$ cat src/hw/rtl/pwt_pkg.sv
// ----------------------------------------------------------------------------
// pwt_pkg
// Shared types and constants for the wire-format tokenizer: word layouts,
// token kinds, error codes, wire types and the decode phase encoding.
// ----------------------------------------------------------------------------
package pwt_pkg;

  // Width of the length/remaining-byte counter (8..64)
  localparam int LENGTH_BITS = 32;
  localparam logic [63:0] LEN_MAX =
    (LENGTH_BITS >= 64) ? 64'hFFFF_FFFF_FFFF_FFFF
                        : ((64'd1 << (LENGTH_BITS % 64)) - 64'd1);

  // Token queue between front and back
  localparam int QUEUE_DEPTH = 2;
  localparam int QADDR_BITS  = (QUEUE_DEPTH > 1) ? $clog2(QUEUE_DEPTH) : 1;

  // Varint limits
  localparam logic [3:0] VARINT_MAX_BYTES = 4'd10;

  // Token kinds
  localparam logic [1:0] KIND_SCALAR  = 2'd0;
  localparam logic [1:0] KIND_LEN_HDR = 2'd1;
  localparam logic [1:0] KIND_PAYLOAD = 2'd2;
  localparam logic [1:0] KIND_ERROR   = 2'd3;

  // Error codes
  localparam logic [2:0] ERR_NONE      = 3'd0;
  localparam logic [2:0] ERR_TRUNCATED = 3'd1;
  localparam logic [2:0] ERR_TOO_LONG  = 3'd2;
  localparam logic [2:0] ERR_BAD_WT    = 3'd3;
  localparam logic [2:0] ERR_RANGE     = 3'd4;

  // Wire types
  localparam logic [2:0] WT_VINT    = 3'd0;
  localparam logic [2:0] WT_FIXED64 = 3'd1;
  localparam logic [2:0] WT_LEN     = 3'd2;
  localparam logic [2:0] WT_FIXED32 = 3'd5;

  localparam logic [LENGTH_BITS-1:0] FIXED64_BYTES = LENGTH_BITS'(8);
  localparam logic [LENGTH_BITS-1:0] FIXED32_BYTES = LENGTH_BITS'(4);

  // Decode phase
  typedef enum logic [2:0] {
    PH_TAG,
    PH_VARINT,
    PH_FIXED,
    PH_LENVAR,
    PH_PAYLOAD,
    PH_SKIP
  } phase_t;

  // Input word
  typedef struct packed {
    logic [7:0] in_byte;
    logic       last_in_message;
  } in_word_t;

  // Output word
  typedef struct packed {
    logic [1:0]  kind;
    logic [28:0] field_id;
    logic [2:0]  wtype;
    logic [63:0] value;
    logic [7:0]  payload_byte;
    logic        last_of_field;
    logic        end_of_message;
    logic [2:0]  error_code;
  } out_word_t;

  // Raw token record from front to back; data holds value or payload byte
  typedef struct packed {
    logic [1:0]  kind;
    logic [28:0] field;
    logic [2:0]  wt;
    logic [63:0] data;
    logic        lof;
    logic        eom;
    logic [2:0]  err;
  } tok_t;

endpackage

$ cat src/hw/rtl/protobuf_wire_tokenizer_unit.sv
// An accepted byte has its token written into the token queue, then popped into the
// output register, from which it can be taken.
// Throughput: one byte per cycle unless the queue is full; the decoder steps per byte.
// A two-entry token queue lets the decoder keep taking bytes while a result is stalled.
// Reset (rst_n low, synchronous) returns the decoder to tag phase and empties the queue
// and the output register; no clearing pass is needed.
// ----------------------------------------------------------------------------
// protobuf_wire_tokenizer_unit
// Wire-format tokenizer: byte decoder, token queue and output stage.
// ----------------------------------------------------------------------------
module protobuf_wire_tokenizer_unit (
  input  logic               clk,
  input  logic               rst_n,
  input  logic               in_valid,
  output logic               in_stall,
  input  pwt_pkg::in_word_t  in_word,
  output logic               out_valid,
  input  logic               out_stall,
  output pwt_pkg::out_word_t out_word
);
  import pwt_pkg::*;

  logic q_full;
  logic q_not_empty;
  logic push;
  logic pop;
  tok_t push_tok;
  tok_t head_tok;

  // Byte decoder
  pwt_front u_front (
    .clk      (clk),
    .rst_n    (rst_n),
    .in_valid (in_valid),
    .in_word  (in_word),
    .q_full   (q_full),
    .in_stall (in_stall),
    .push     (push),
    .push_tok (push_tok)
  );

  // Token queue
  pwt_queue u_queue (
    .clk       (clk),
    .rst_n     (rst_n),
    .push      (push),
    .push_tok  (push_tok),
    .pop       (pop),
    .full      (q_full),
    .not_empty (q_not_empty),
    .head_tok  (head_tok)
  );

  // Output stage
  pwt_back u_back (
    .clk         (clk),
    .rst_n       (rst_n),
    .q_not_empty (q_not_empty),
    .head_tok    (head_tok),
    .pop         (pop),
    .out_valid   (out_valid),
    .out_stall   (out_stall),
    .out_word    (out_word)
  );

endmodule

$ cat src/hw/rtl/pwt_front.sv
// ----------------------------------------------------------------------------
// pwt_front
// Takes one message byte per cycle while the queue has room, runs the
// tag/varint/fixed/length/payload decode, queueing a raw token when due.
// ----------------------------------------------------------------------------
module pwt_front (
  input  logic              clk,
  input  logic              rst_n,
  input  logic              in_valid,
  input  pwt_pkg::in_word_t in_word,
  input  logic              q_full,
  output logic              in_stall,
  output logic              push,
  output pwt_pkg::tok_t     push_tok
);
  import pwt_pkg::*;

  phase_t                 phase_r, phase_nxt;
  logic [63:0]            acc_r, acc_nxt;
  logic [3:0]             sb_r, sb_nxt;
  logic [LENGTH_BITS-1:0] rem_r, rem_nxt;
  logic [28:0]            field_r, field_nxt;
  logic [2:0]             wt_r, wt_nxt;

  logic                   accept;
  logic [7:0]             b;
  logic                   last;
  logic                   cont;
  logic [6:0]             vshift_full;
  logic [63:0]            acc_var;
  logic [63:0]            acc_fix;
  logic [3:0]             sb_inc;
  logic [LENGTH_BITS-1:0] rem_dec;
  logic                   rem_dec_zero;
  logic                   wt_ok;
  logic                   fn_ok;
  logic                   len_ok;
  logic                   len_zero;

  // classification of the current byte
  logic                   emit;
  logic [1:0]             emit_kind;
  logic [2:0]             err;

  assign in_stall = q_full;
  assign accept   = in_valid && !q_full;
  assign b        = in_word.in_byte;
  assign last     = in_word.last_in_message;
  assign cont     = b[7];

  // Datapath: varint and little-endian merges, counters, range checks
  always_comb begin
    vshift_full  = 7'({3'b000, sb_r} * 7'd7);
    acc_var      = acc_r | (64'(b[6:0]) << vshift_full[5:0]);
    acc_fix      = acc_r | (64'(b) << {sb_r[2:0], 3'b000});
    sb_inc       = sb_r + 4'd1;
    rem_dec      = (rem_r != '0) ? (rem_r - LENGTH_BITS'(1)) : rem_r;
    rem_dec_zero = (rem_dec == '0);
    wt_ok        = (acc_var[2:0] inside {WT_VINT, WT_FIXED64, WT_LEN, WT_FIXED32});
    fn_ok        = (acc_var[63:32] == '0) && (acc_var[31:3] != '0);
    len_ok       = ((acc_var & ~LEN_MAX) == '0);
    len_zero     = (acc_var == '0);
  end

  // Classify: error code and whether a token is produced
  always_comb begin
    emit      = 1'b0;
    emit_kind = KIND_SCALAR;
    err       = ERR_NONE;
    unique case (phase_r)
      PH_TAG, PH_VARINT, PH_LENVAR: begin
        if (cont) begin
          if (sb_inc >= VARINT_MAX_BYTES) err = ERR_TOO_LONG;
          else if (last)                  err = ERR_TRUNCATED;
        end else if (phase_r == PH_TAG) begin
          if (!wt_ok)      err = ERR_BAD_WT;
          else if (!fn_ok) err = ERR_RANGE;
          else if (last)   err = ERR_TRUNCATED;
        end else if (phase_r == PH_VARINT) begin
          emit = 1'b1;
        end else begin
          if (!len_ok)                 err = ERR_RANGE;
          else if (!len_zero && last)  err = ERR_TRUNCATED;
          else begin
            emit      = 1'b1;
            emit_kind = KIND_LEN_HDR;
          end
        end
      end
      PH_FIXED: begin
        if (!rem_dec_zero && last) err = ERR_TRUNCATED;
        else if (rem_dec_zero)     emit = 1'b1;
      end
      PH_PAYLOAD: begin
        if (!rem_dec_zero && last) err = ERR_TRUNCATED;
        else begin
          emit      = 1'b1;
          emit_kind = KIND_PAYLOAD;
        end
      end
      PH_SKIP: begin
        emit = 1'b0;
      end
      default: begin
        emit = 1'b0;
      end
    endcase
  end

  // Next state
  always_comb begin
    phase_nxt = phase_r;
    acc_nxt   = acc_r;
    sb_nxt    = sb_r;
    rem_nxt   = rem_r;
    field_nxt = field_r;
    wt_nxt    = wt_r;
    if (err != ERR_NONE) begin
      // tag fields are taken before a late truncation on the tag byte
      if (phase_r == PH_TAG && !cont && wt_ok && fn_ok) begin
        field_nxt = acc_var[31:3];
        wt_nxt    = acc_var[2:0];
      end
      phase_nxt = last ? PH_TAG : PH_SKIP;
      acc_nxt   = '0;
      sb_nxt    = '0;
      rem_nxt   = '0;
    end else begin
      unique case (phase_r)
        PH_TAG, PH_VARINT, PH_LENVAR: begin
          acc_nxt = acc_var;
          sb_nxt  = sb_inc;
          if (!cont) begin
            acc_nxt   = '0;
            sb_nxt    = '0;
            phase_nxt = PH_TAG;
            if (phase_r == PH_TAG) begin
              field_nxt = acc_var[31:3];
              wt_nxt    = acc_var[2:0];
              if (acc_var[2:0] == WT_VINT) begin
                phase_nxt = PH_VARINT;
              end else if (acc_var[2:0] == WT_LEN) begin
                phase_nxt = PH_LENVAR;
              end else begin
                phase_nxt = PH_FIXED;
                rem_nxt   = (acc_var[2:0] == WT_FIXED64) ? FIXED64_BYTES : FIXED32_BYTES;
              end
            end else if (phase_r == PH_LENVAR && !len_zero) begin
              phase_nxt = PH_PAYLOAD;
              rem_nxt   = acc_var[LENGTH_BITS-1:0];
            end
          end
        end
        PH_FIXED: begin
          acc_nxt = acc_fix;
          sb_nxt  = sb_inc;
          rem_nxt = rem_dec;
          if (rem_dec_zero) begin
            phase_nxt = PH_TAG;
            acc_nxt   = '0;
            sb_nxt    = '0;
          end
        end
        PH_PAYLOAD: begin
          rem_nxt = rem_dec;
          if (rem_dec_zero) begin
            phase_nxt = PH_TAG;
            acc_nxt   = '0;
            sb_nxt    = '0;
          end
        end
        PH_SKIP: begin
          if (last) begin
            phase_nxt = PH_TAG;
            acc_nxt   = '0;
            sb_nxt    = '0;
            rem_nxt   = '0;
          end
        end
        default: begin
          phase_nxt = PH_TAG;
        end
      endcase
    end
  end

  // Token to the queue
  always_comb begin
    push          = accept && (emit || (err != ERR_NONE));
    push_tok.kind  = (err != ERR_NONE) ? KIND_ERROR : emit_kind;
    push_tok.field = field_r;
    push_tok.wt    = wt_r;
    push_tok.data  = (phase_r == PH_FIXED) ? acc_fix :
                     (phase_r == PH_PAYLOAD) ? 64'(b) : acc_var;
    push_tok.lof   = (phase_r == PH_PAYLOAD) ? rem_dec_zero : len_zero;
    push_tok.eom   = last;
    push_tok.err   = err;
  end

  // State registers
  always_ff @(posedge clk) begin
    if (!rst_n) begin
      phase_r <= PH_TAG;
      acc_r   <= '0;
      sb_r    <= '0;
      rem_r   <= '0;
      field_r <= '0;
      wt_r    <= '0;
    end else if (accept) begin
      phase_r <= phase_nxt;
      acc_r   <= acc_nxt;
      sb_r    <= sb_nxt;
      rem_r   <= rem_nxt;
      field_r <= field_nxt;
      wt_r    <= wt_nxt;
    end
  end

endmodule

$ cat src/hw/rtl/pwt_queue.sv
// ----------------------------------------------------------------------------
// pwt_queue
// Short token FIFO that decouples the byte decoder from the output stage.
// ----------------------------------------------------------------------------
module pwt_queue (
  input  logic          clk,
  input  logic          rst_n,
  input  logic          push,
  input  pwt_pkg::tok_t push_tok,
  input  logic          pop,
  output logic          full,
  output logic          not_empty,
  output pwt_pkg::tok_t head_tok
);
  import pwt_pkg::*;

  tok_t                  entry_r [QUEUE_DEPTH];
  logic [QADDR_BITS-1:0] wr_ptr_r, wr_ptr_nxt;
  logic [QADDR_BITS-1:0] rd_ptr_r, rd_ptr_nxt;
  logic [QADDR_BITS:0]   count_r, count_nxt;

  assign full      = (count_r == (QADDR_BITS + 1)'(QUEUE_DEPTH));
  assign not_empty = (count_r != '0);
  assign head_tok  = entry_r[rd_ptr_r];

  // Pointer and fill count update
  always_comb begin
    wr_ptr_nxt = wr_ptr_r;
    rd_ptr_nxt = rd_ptr_r;
    count_nxt  = count_r;
    if (push) begin
      wr_ptr_nxt = (wr_ptr_r == QADDR_BITS'(QUEUE_DEPTH - 1)) ? '0
                                                             : wr_ptr_r + QADDR_BITS'(1);
    end
    if (pop) begin
      rd_ptr_nxt = (rd_ptr_r == QADDR_BITS'(QUEUE_DEPTH - 1)) ? '0
                                                             : rd_ptr_r + QADDR_BITS'(1);
    end
    if (push && !pop)      count_nxt = count_r + (QADDR_BITS + 1)'(1);
    else if (pop && !push) count_nxt = count_r - (QADDR_BITS + 1)'(1);
  end

  always_ff @(posedge clk) begin
    if (!rst_n) begin
      wr_ptr_r <= '0;
      rd_ptr_r <= '0;
      count_r  <= '0;
    end else begin
      wr_ptr_r <= wr_ptr_nxt;
      rd_ptr_r <= rd_ptr_nxt;
      count_r  <= count_nxt;
    end
  end

  // Storage
  always_ff @(posedge clk) begin
    if (push) begin
      entry_r[wr_ptr_r] <= push_tok;
    end
  end

endmodule

$ cat src/hw/rtl/pwt_back.sv
// ----------------------------------------------------------------------------
// pwt_back
// Output stage: pops raw tokens, shapes them into result words by kind and
// holds them in the output register until taken.
// ----------------------------------------------------------------------------
module pwt_back (
  input  logic               clk,
  input  logic               rst_n,
  input  logic               q_not_empty,
  input  pwt_pkg::tok_t      head_tok,
  output logic               pop,
  output logic               out_valid,
  input  logic               out_stall,
  output pwt_pkg::out_word_t out_word
);
  import pwt_pkg::*;

  logic      out_valid_r, out_valid_nxt;
  out_word_t out_word_r, out_word_nxt;
  logic      is_err;

  assign out_valid = out_valid_r;
  assign out_word  = out_word_r;
  assign pop       = q_not_empty && (!out_valid_r || !out_stall);

  // Shape the token: zero the fields that do not apply to its kind
  always_comb begin
    is_err                      = (head_tok.kind == KIND_ERROR);
    out_word_nxt.kind           = head_tok.kind;
    out_word_nxt.field_id       = is_err ? '0 : head_tok.field;
    out_word_nxt.wtype          = is_err ? '0 : head_tok.wt;
    out_word_nxt.value          = '0;
    out_word_nxt.payload_byte   = '0;
    out_word_nxt.last_of_field  = 1'b0;
    out_word_nxt.end_of_message = is_err ? 1'b0 : head_tok.eom;
    out_word_nxt.error_code     = is_err ? head_tok.err : ERR_NONE;
    unique case (head_tok.kind)
      KIND_SCALAR: begin
        out_word_nxt.value = head_tok.data;
      end
      KIND_LEN_HDR: begin
        out_word_nxt.value         = head_tok.data;
        out_word_nxt.last_of_field = head_tok.lof;
      end
      KIND_PAYLOAD: begin
        out_word_nxt.payload_byte  = head_tok.data[7:0];
        out_word_nxt.last_of_field = head_tok.lof;
      end
      default: begin
        out_word_nxt.value = '0;
      end
    endcase
  end

  // Output register handshake
  always_comb begin
    out_valid_nxt = out_valid_r;
    if (pop)            out_valid_nxt = 1'b1;
    else if (!out_stall) out_valid_nxt = 1'b0;
  end

  always_ff @(posedge clk) begin
    if (!rst_n) begin
      out_valid_r <= 1'b0;
    end else begin
      out_valid_r <= out_valid_nxt;
    end
  end

  always_ff @(posedge clk) begin
    if (pop) begin
      out_word_r <= out_word_nxt;
    end
  end

endmodule
$ cat config.mk
export PLATFORM = sky130hd
export DESIGN_NAME = protobuf_wire_tokenizer_unit
export DESIGN_NICKNAME = d
export VERILOG_FILES = /design/src/hw/rtl/pwt_pkg.sv /design/src/hw/rtl/protobuf_wire_tokenizer_unit.sv /design/src/hw/rtl/pwt_front.sv /design/src/hw/rtl/pwt_queue.sv /design/src/hw/rtl/pwt_back.sv
export SDC_FILE = /design/constraint.sdc
export NUM_CORES = 1
export LEC_CHECK = 0
export ABC_CLOCK_PERIOD_IN_PS = 14900
export BUFFER_PORTS_ARGS = -buffer_cell sky130_fd_sc_hd__buf_2
export CAP_MARGIN = 25
export CORE_UTILIZATION = 57
export DETAILED_ROUTE_END_ITERATION = 12
export PLACE_DENSITY = 0.75
export SKIP_CTS_REPAIR_TIMING = 1
export SYNTH_ARGS = -nofsm -noshare
export SYNTH_HDL_FRONTEND = slang
export SYNTH_SLANG_ARGS = --single-unit
$ cat constraint.sdc
create_clock -name clk -period 14.9 [get_ports clk]
set_input_delay 2.98 -clock clk [delete_from_list [all_inputs] [get_ports clk]]
set_output_delay 2.98 -clock clk [all_outputs]
set_load 0.02 [all_outputs]
==> summary.txt <==
Run status
  – Run status: finished clean

Yosys
  – Post-Syn Instances: 1956
  – Most used DFF post-synth: edfxtp_1
  – Library cells used by synthesis: 86
  – Seq/Total Area, Yosys: 0.577
  – FF+latch count, synth: 458
  – FFs w/ async S/R, synth: 0
  – Mapped Area: 21400 um2
  – Post-synth EDFFs: 317
  – Syn Nets: 1984
  – Synthesis Warnings: 0
  – Post-Syn Area per Cell: 10.9 um2

GRT
  – Vias in the first global route: 15871
  – Initial antenna violation count: 1
  – Largest net degree at the start of global routing: 80
  – Total Routing Usage GR: 0.340
  – GR Overflow Total: 0
  – First-pass GRT wire length: 97500 um

Pwr
  – P_leak: 8.48 nW
  – Max VDD drop: 0.168 mV
  – Pwr dens: 234 nW/um2

Placement
  – DP Cell Count: 2436
  – Hpwl dp: 44100 um
  – Placed cell area: 22200 um2
  – PortBufs: 125
  – GP Congestion: 0.970

Final layout
  – Finished Layout Cells: 2522
  – Final Cell Area: 23700 um2
  – Area of the multi-input gates: 8320 um2
  – FF/Latch Area: 12300 um2
  – Fill count: 2866
  – # diodes: 0
  – Layout area overhead: 10.9%
  – Layout cells sized above 1: 0.133
  – Nets: 2045

Timing
  – Slew @ Worst Pin: 1.35 ns
  – Final hold slack: 0.453 ns
  – Layout Skew: 0.0246 ns
  – Post-layout min period: 8.70 ns
  – Crit share post-route: 0.584
  – Final setup viols: 0
  – Setup TNS: 0 ns
  – Unrepaired setup endpoints after global routing: false
  – Pins Over Slew Limit: 0
  – Fmax: 0.115 GHz
  – Max_slew headroom: 0.101
  – Final hold vios: 0

Floorplan
  – Row count: 70
  – Die Area: 38300 um2
  – Die Ht: 196 um
  – Io pins: 126
  – Initial core utilization: 0.582
  – Total core area: 36800 um2
  – DIE WIDTH: 196 um

Clocking
  – Clk Latency, worst-skew pair: 0.59 ns
  – CTS root buf: clkbuf_16
  – Max clock buf depth: 3
  – CTS tree: yes
  – Clock slew at reported path FFs: 0.06 ns
  – TritonCTS buffer count: 45
  – Clock sink count: 458
  – H-tree Lvls: 2

Setup path
  – Worst path arrival time: 8.90 ns
  – Critical Path Start Type: primary input
  – Worst Setup Path Type: primary input to register
  – R2r setup slk: 6.57 ns
  – CP Capture Type: register
  – Crit Path Max Fanout: 79
  – Reg2Reg Depth: 19
  – Worst path required time: 15.10 ns
  – Worst r2r dst: u_queue.entry_r[0][47]$_DFFE_PP_
  – Reg2reg start: u_front.sb_r[0]$_SDFFE_PN0P_

Run
  – Max cap viols: 0

Route
  – Vias/cell: 6.80
  – WL final: 65600 um
  – Via Count: 17157
  – Remaining DRCs: 0
  – Starting DRT DRC Count: 2257
  – Wire per inst: 26.0 um
  – Detail Route Antenna Nets: 0
  – Pre-antenna DRT Iters: 7

Hold path
  – Hold path endpoint: u_queue.entry_r[0][82]$_DFFE_PP_
  – Hold path cells: 0
  – Min-Delay Path Class: register to register
  – Min-delay src: u_front.field_r[10]$_SDFFE_PN0P_
-- metrics by stage --
stage	util	worst slack, ns	total power [mW]
finish	0.645	6.20	5.55
global route	0.645	5.98	5.80
CTS	0.644	6.44	5.52
detailed placement	0.605	5.83	4.41
global placement	0.604	5.91	4.36
floorplan	-	3.96	3.71
-- cells in the mapped netlist (20+ instances only) --
cell | n | area, um2
o21ai_0 | 143 | 716
a221oi_1 | 27 | 236
a211oi_1 | 38 | 285
edfxtp_1 | 317 | 9520
a32o_1 | 29 | 290
nand3_1 | 51 | 255
nand2_1 | 116 | 435
a22o_1 | 41 | 359
o22ai_1 | 85 | 532
mux2i_1 | 112 | 1120
nor2b_1 | 20 | 125
dfxtp_1 | 141 | 2820
inv_1 | 29 | 109
nor2_1 | 261 | 980
a21oi_1 | 97 | 485
nor3_1 | 28 | 140
clkbuf_1 | 99 | 372
-- sequential cells by signal (all words and copies together) (netlist names), named ones only --
signal	cells
u_front.phase_r	3
u_queue.rd_ptr_r	1
u_front.field_r	29
u_queue.count_r	2
u_front.rem_r	32
u_queue.entry_r	206
u_queue.wr_ptr_r	1
u_back.out_word	111
u_front.acc_r	64
u_front.wt_r	3
u_front.sb_r	4
u_back.out_valid	1
-- worst max-delay path, stage by stage --
cell	delay (ns)
buf_2	0.15
mux2_2	0.30
a222oi_1	0.85
o21ai_1	0.46
a211o_1	0.40
nor3_2	0.23
a41oi_1	0.22
nor3_1	0.58
a211o_1	0.33
a311o_1	0.43
o311a_1	0.34
nor2b_4	0.65
buf_4	0.89
-- metal layers --
metal	global-route usage	vias to the layer above	share of wire
li1	-	7582	-
met1	0.479	8308	0.41
met2	0.504	1069	0.44
met3	0.0703	196	0.11
met4	0.165	2	0.045
met5	0	-	0.00020
-- final cells by class --
cell class                 instances  area share
clock buffer                      65      0.0548
tap                              468      0.0247
clock inverter                    19     0.00580
inverter                          30     0.00485
multi-input combinational       1321       0.351
sequential                       458       0.520
timing repair buffer             161      0.0388
-- placed cells by master (no fill, tap or decap), types with 50 or more instances in the layout --
cell	n
buf_2	126
nor2_1	258
nand3_1	50
o22ai_1	85
edfxtp_1	317
mux2i_1	112
o21ai_0	143
a21oi_1	97
dfxtp_1	140
nand2_1	116
-- where the power goes --
part | switching, mW | internal (mW) | total (mW)
clock | 0.496 | 0.615 | 1.11
sequential | 0.144 | 1.89 | 2.04
combinational | 1.70 | 0.697 | 2.40
total | 2.34 | 3.21 | 5.55
-- kinds of logic (layout without fill, tap and decap cells) --
family          count (synthesis)  count (layout)  synth area share
compound gates                579             579             0.182
xor+xnor                       26              26            0.0106
fa+ha+maj                      15              15            0.0102
buf+inv                       177             275            0.0373
flops                         458             458             0.577
mux                           122             122            0.0577
simple gates                  579             579             0.126
-- worst max-delay path by stage --
stage                from                          endpoint  cells after the start
2_1_floorplan  in_word[6]   u_queue.entry_r[0][0]$_DFFE_PP_                     13
3_3_place_gp   in_word[6]  u_queue.entry_r[0][63]$_DFFE_PP_                     13
3_5_place_dp   in_word[6]  u_queue.entry_r[0][63]$_DFFE_PP_                     13
4_1_cts        in_word[6]  u_queue.entry_r[0][41]$_DFFE_PP_                     13
5_1_grt        in_word[6]  u_queue.entry_r[0][39]$_DFFE_PP_                     13
6_report       in_word[6]  u_queue.entry_r[0][47]$_DFFE_PP_                     13
Note: power is estimated with default switching activity, not from simulation.
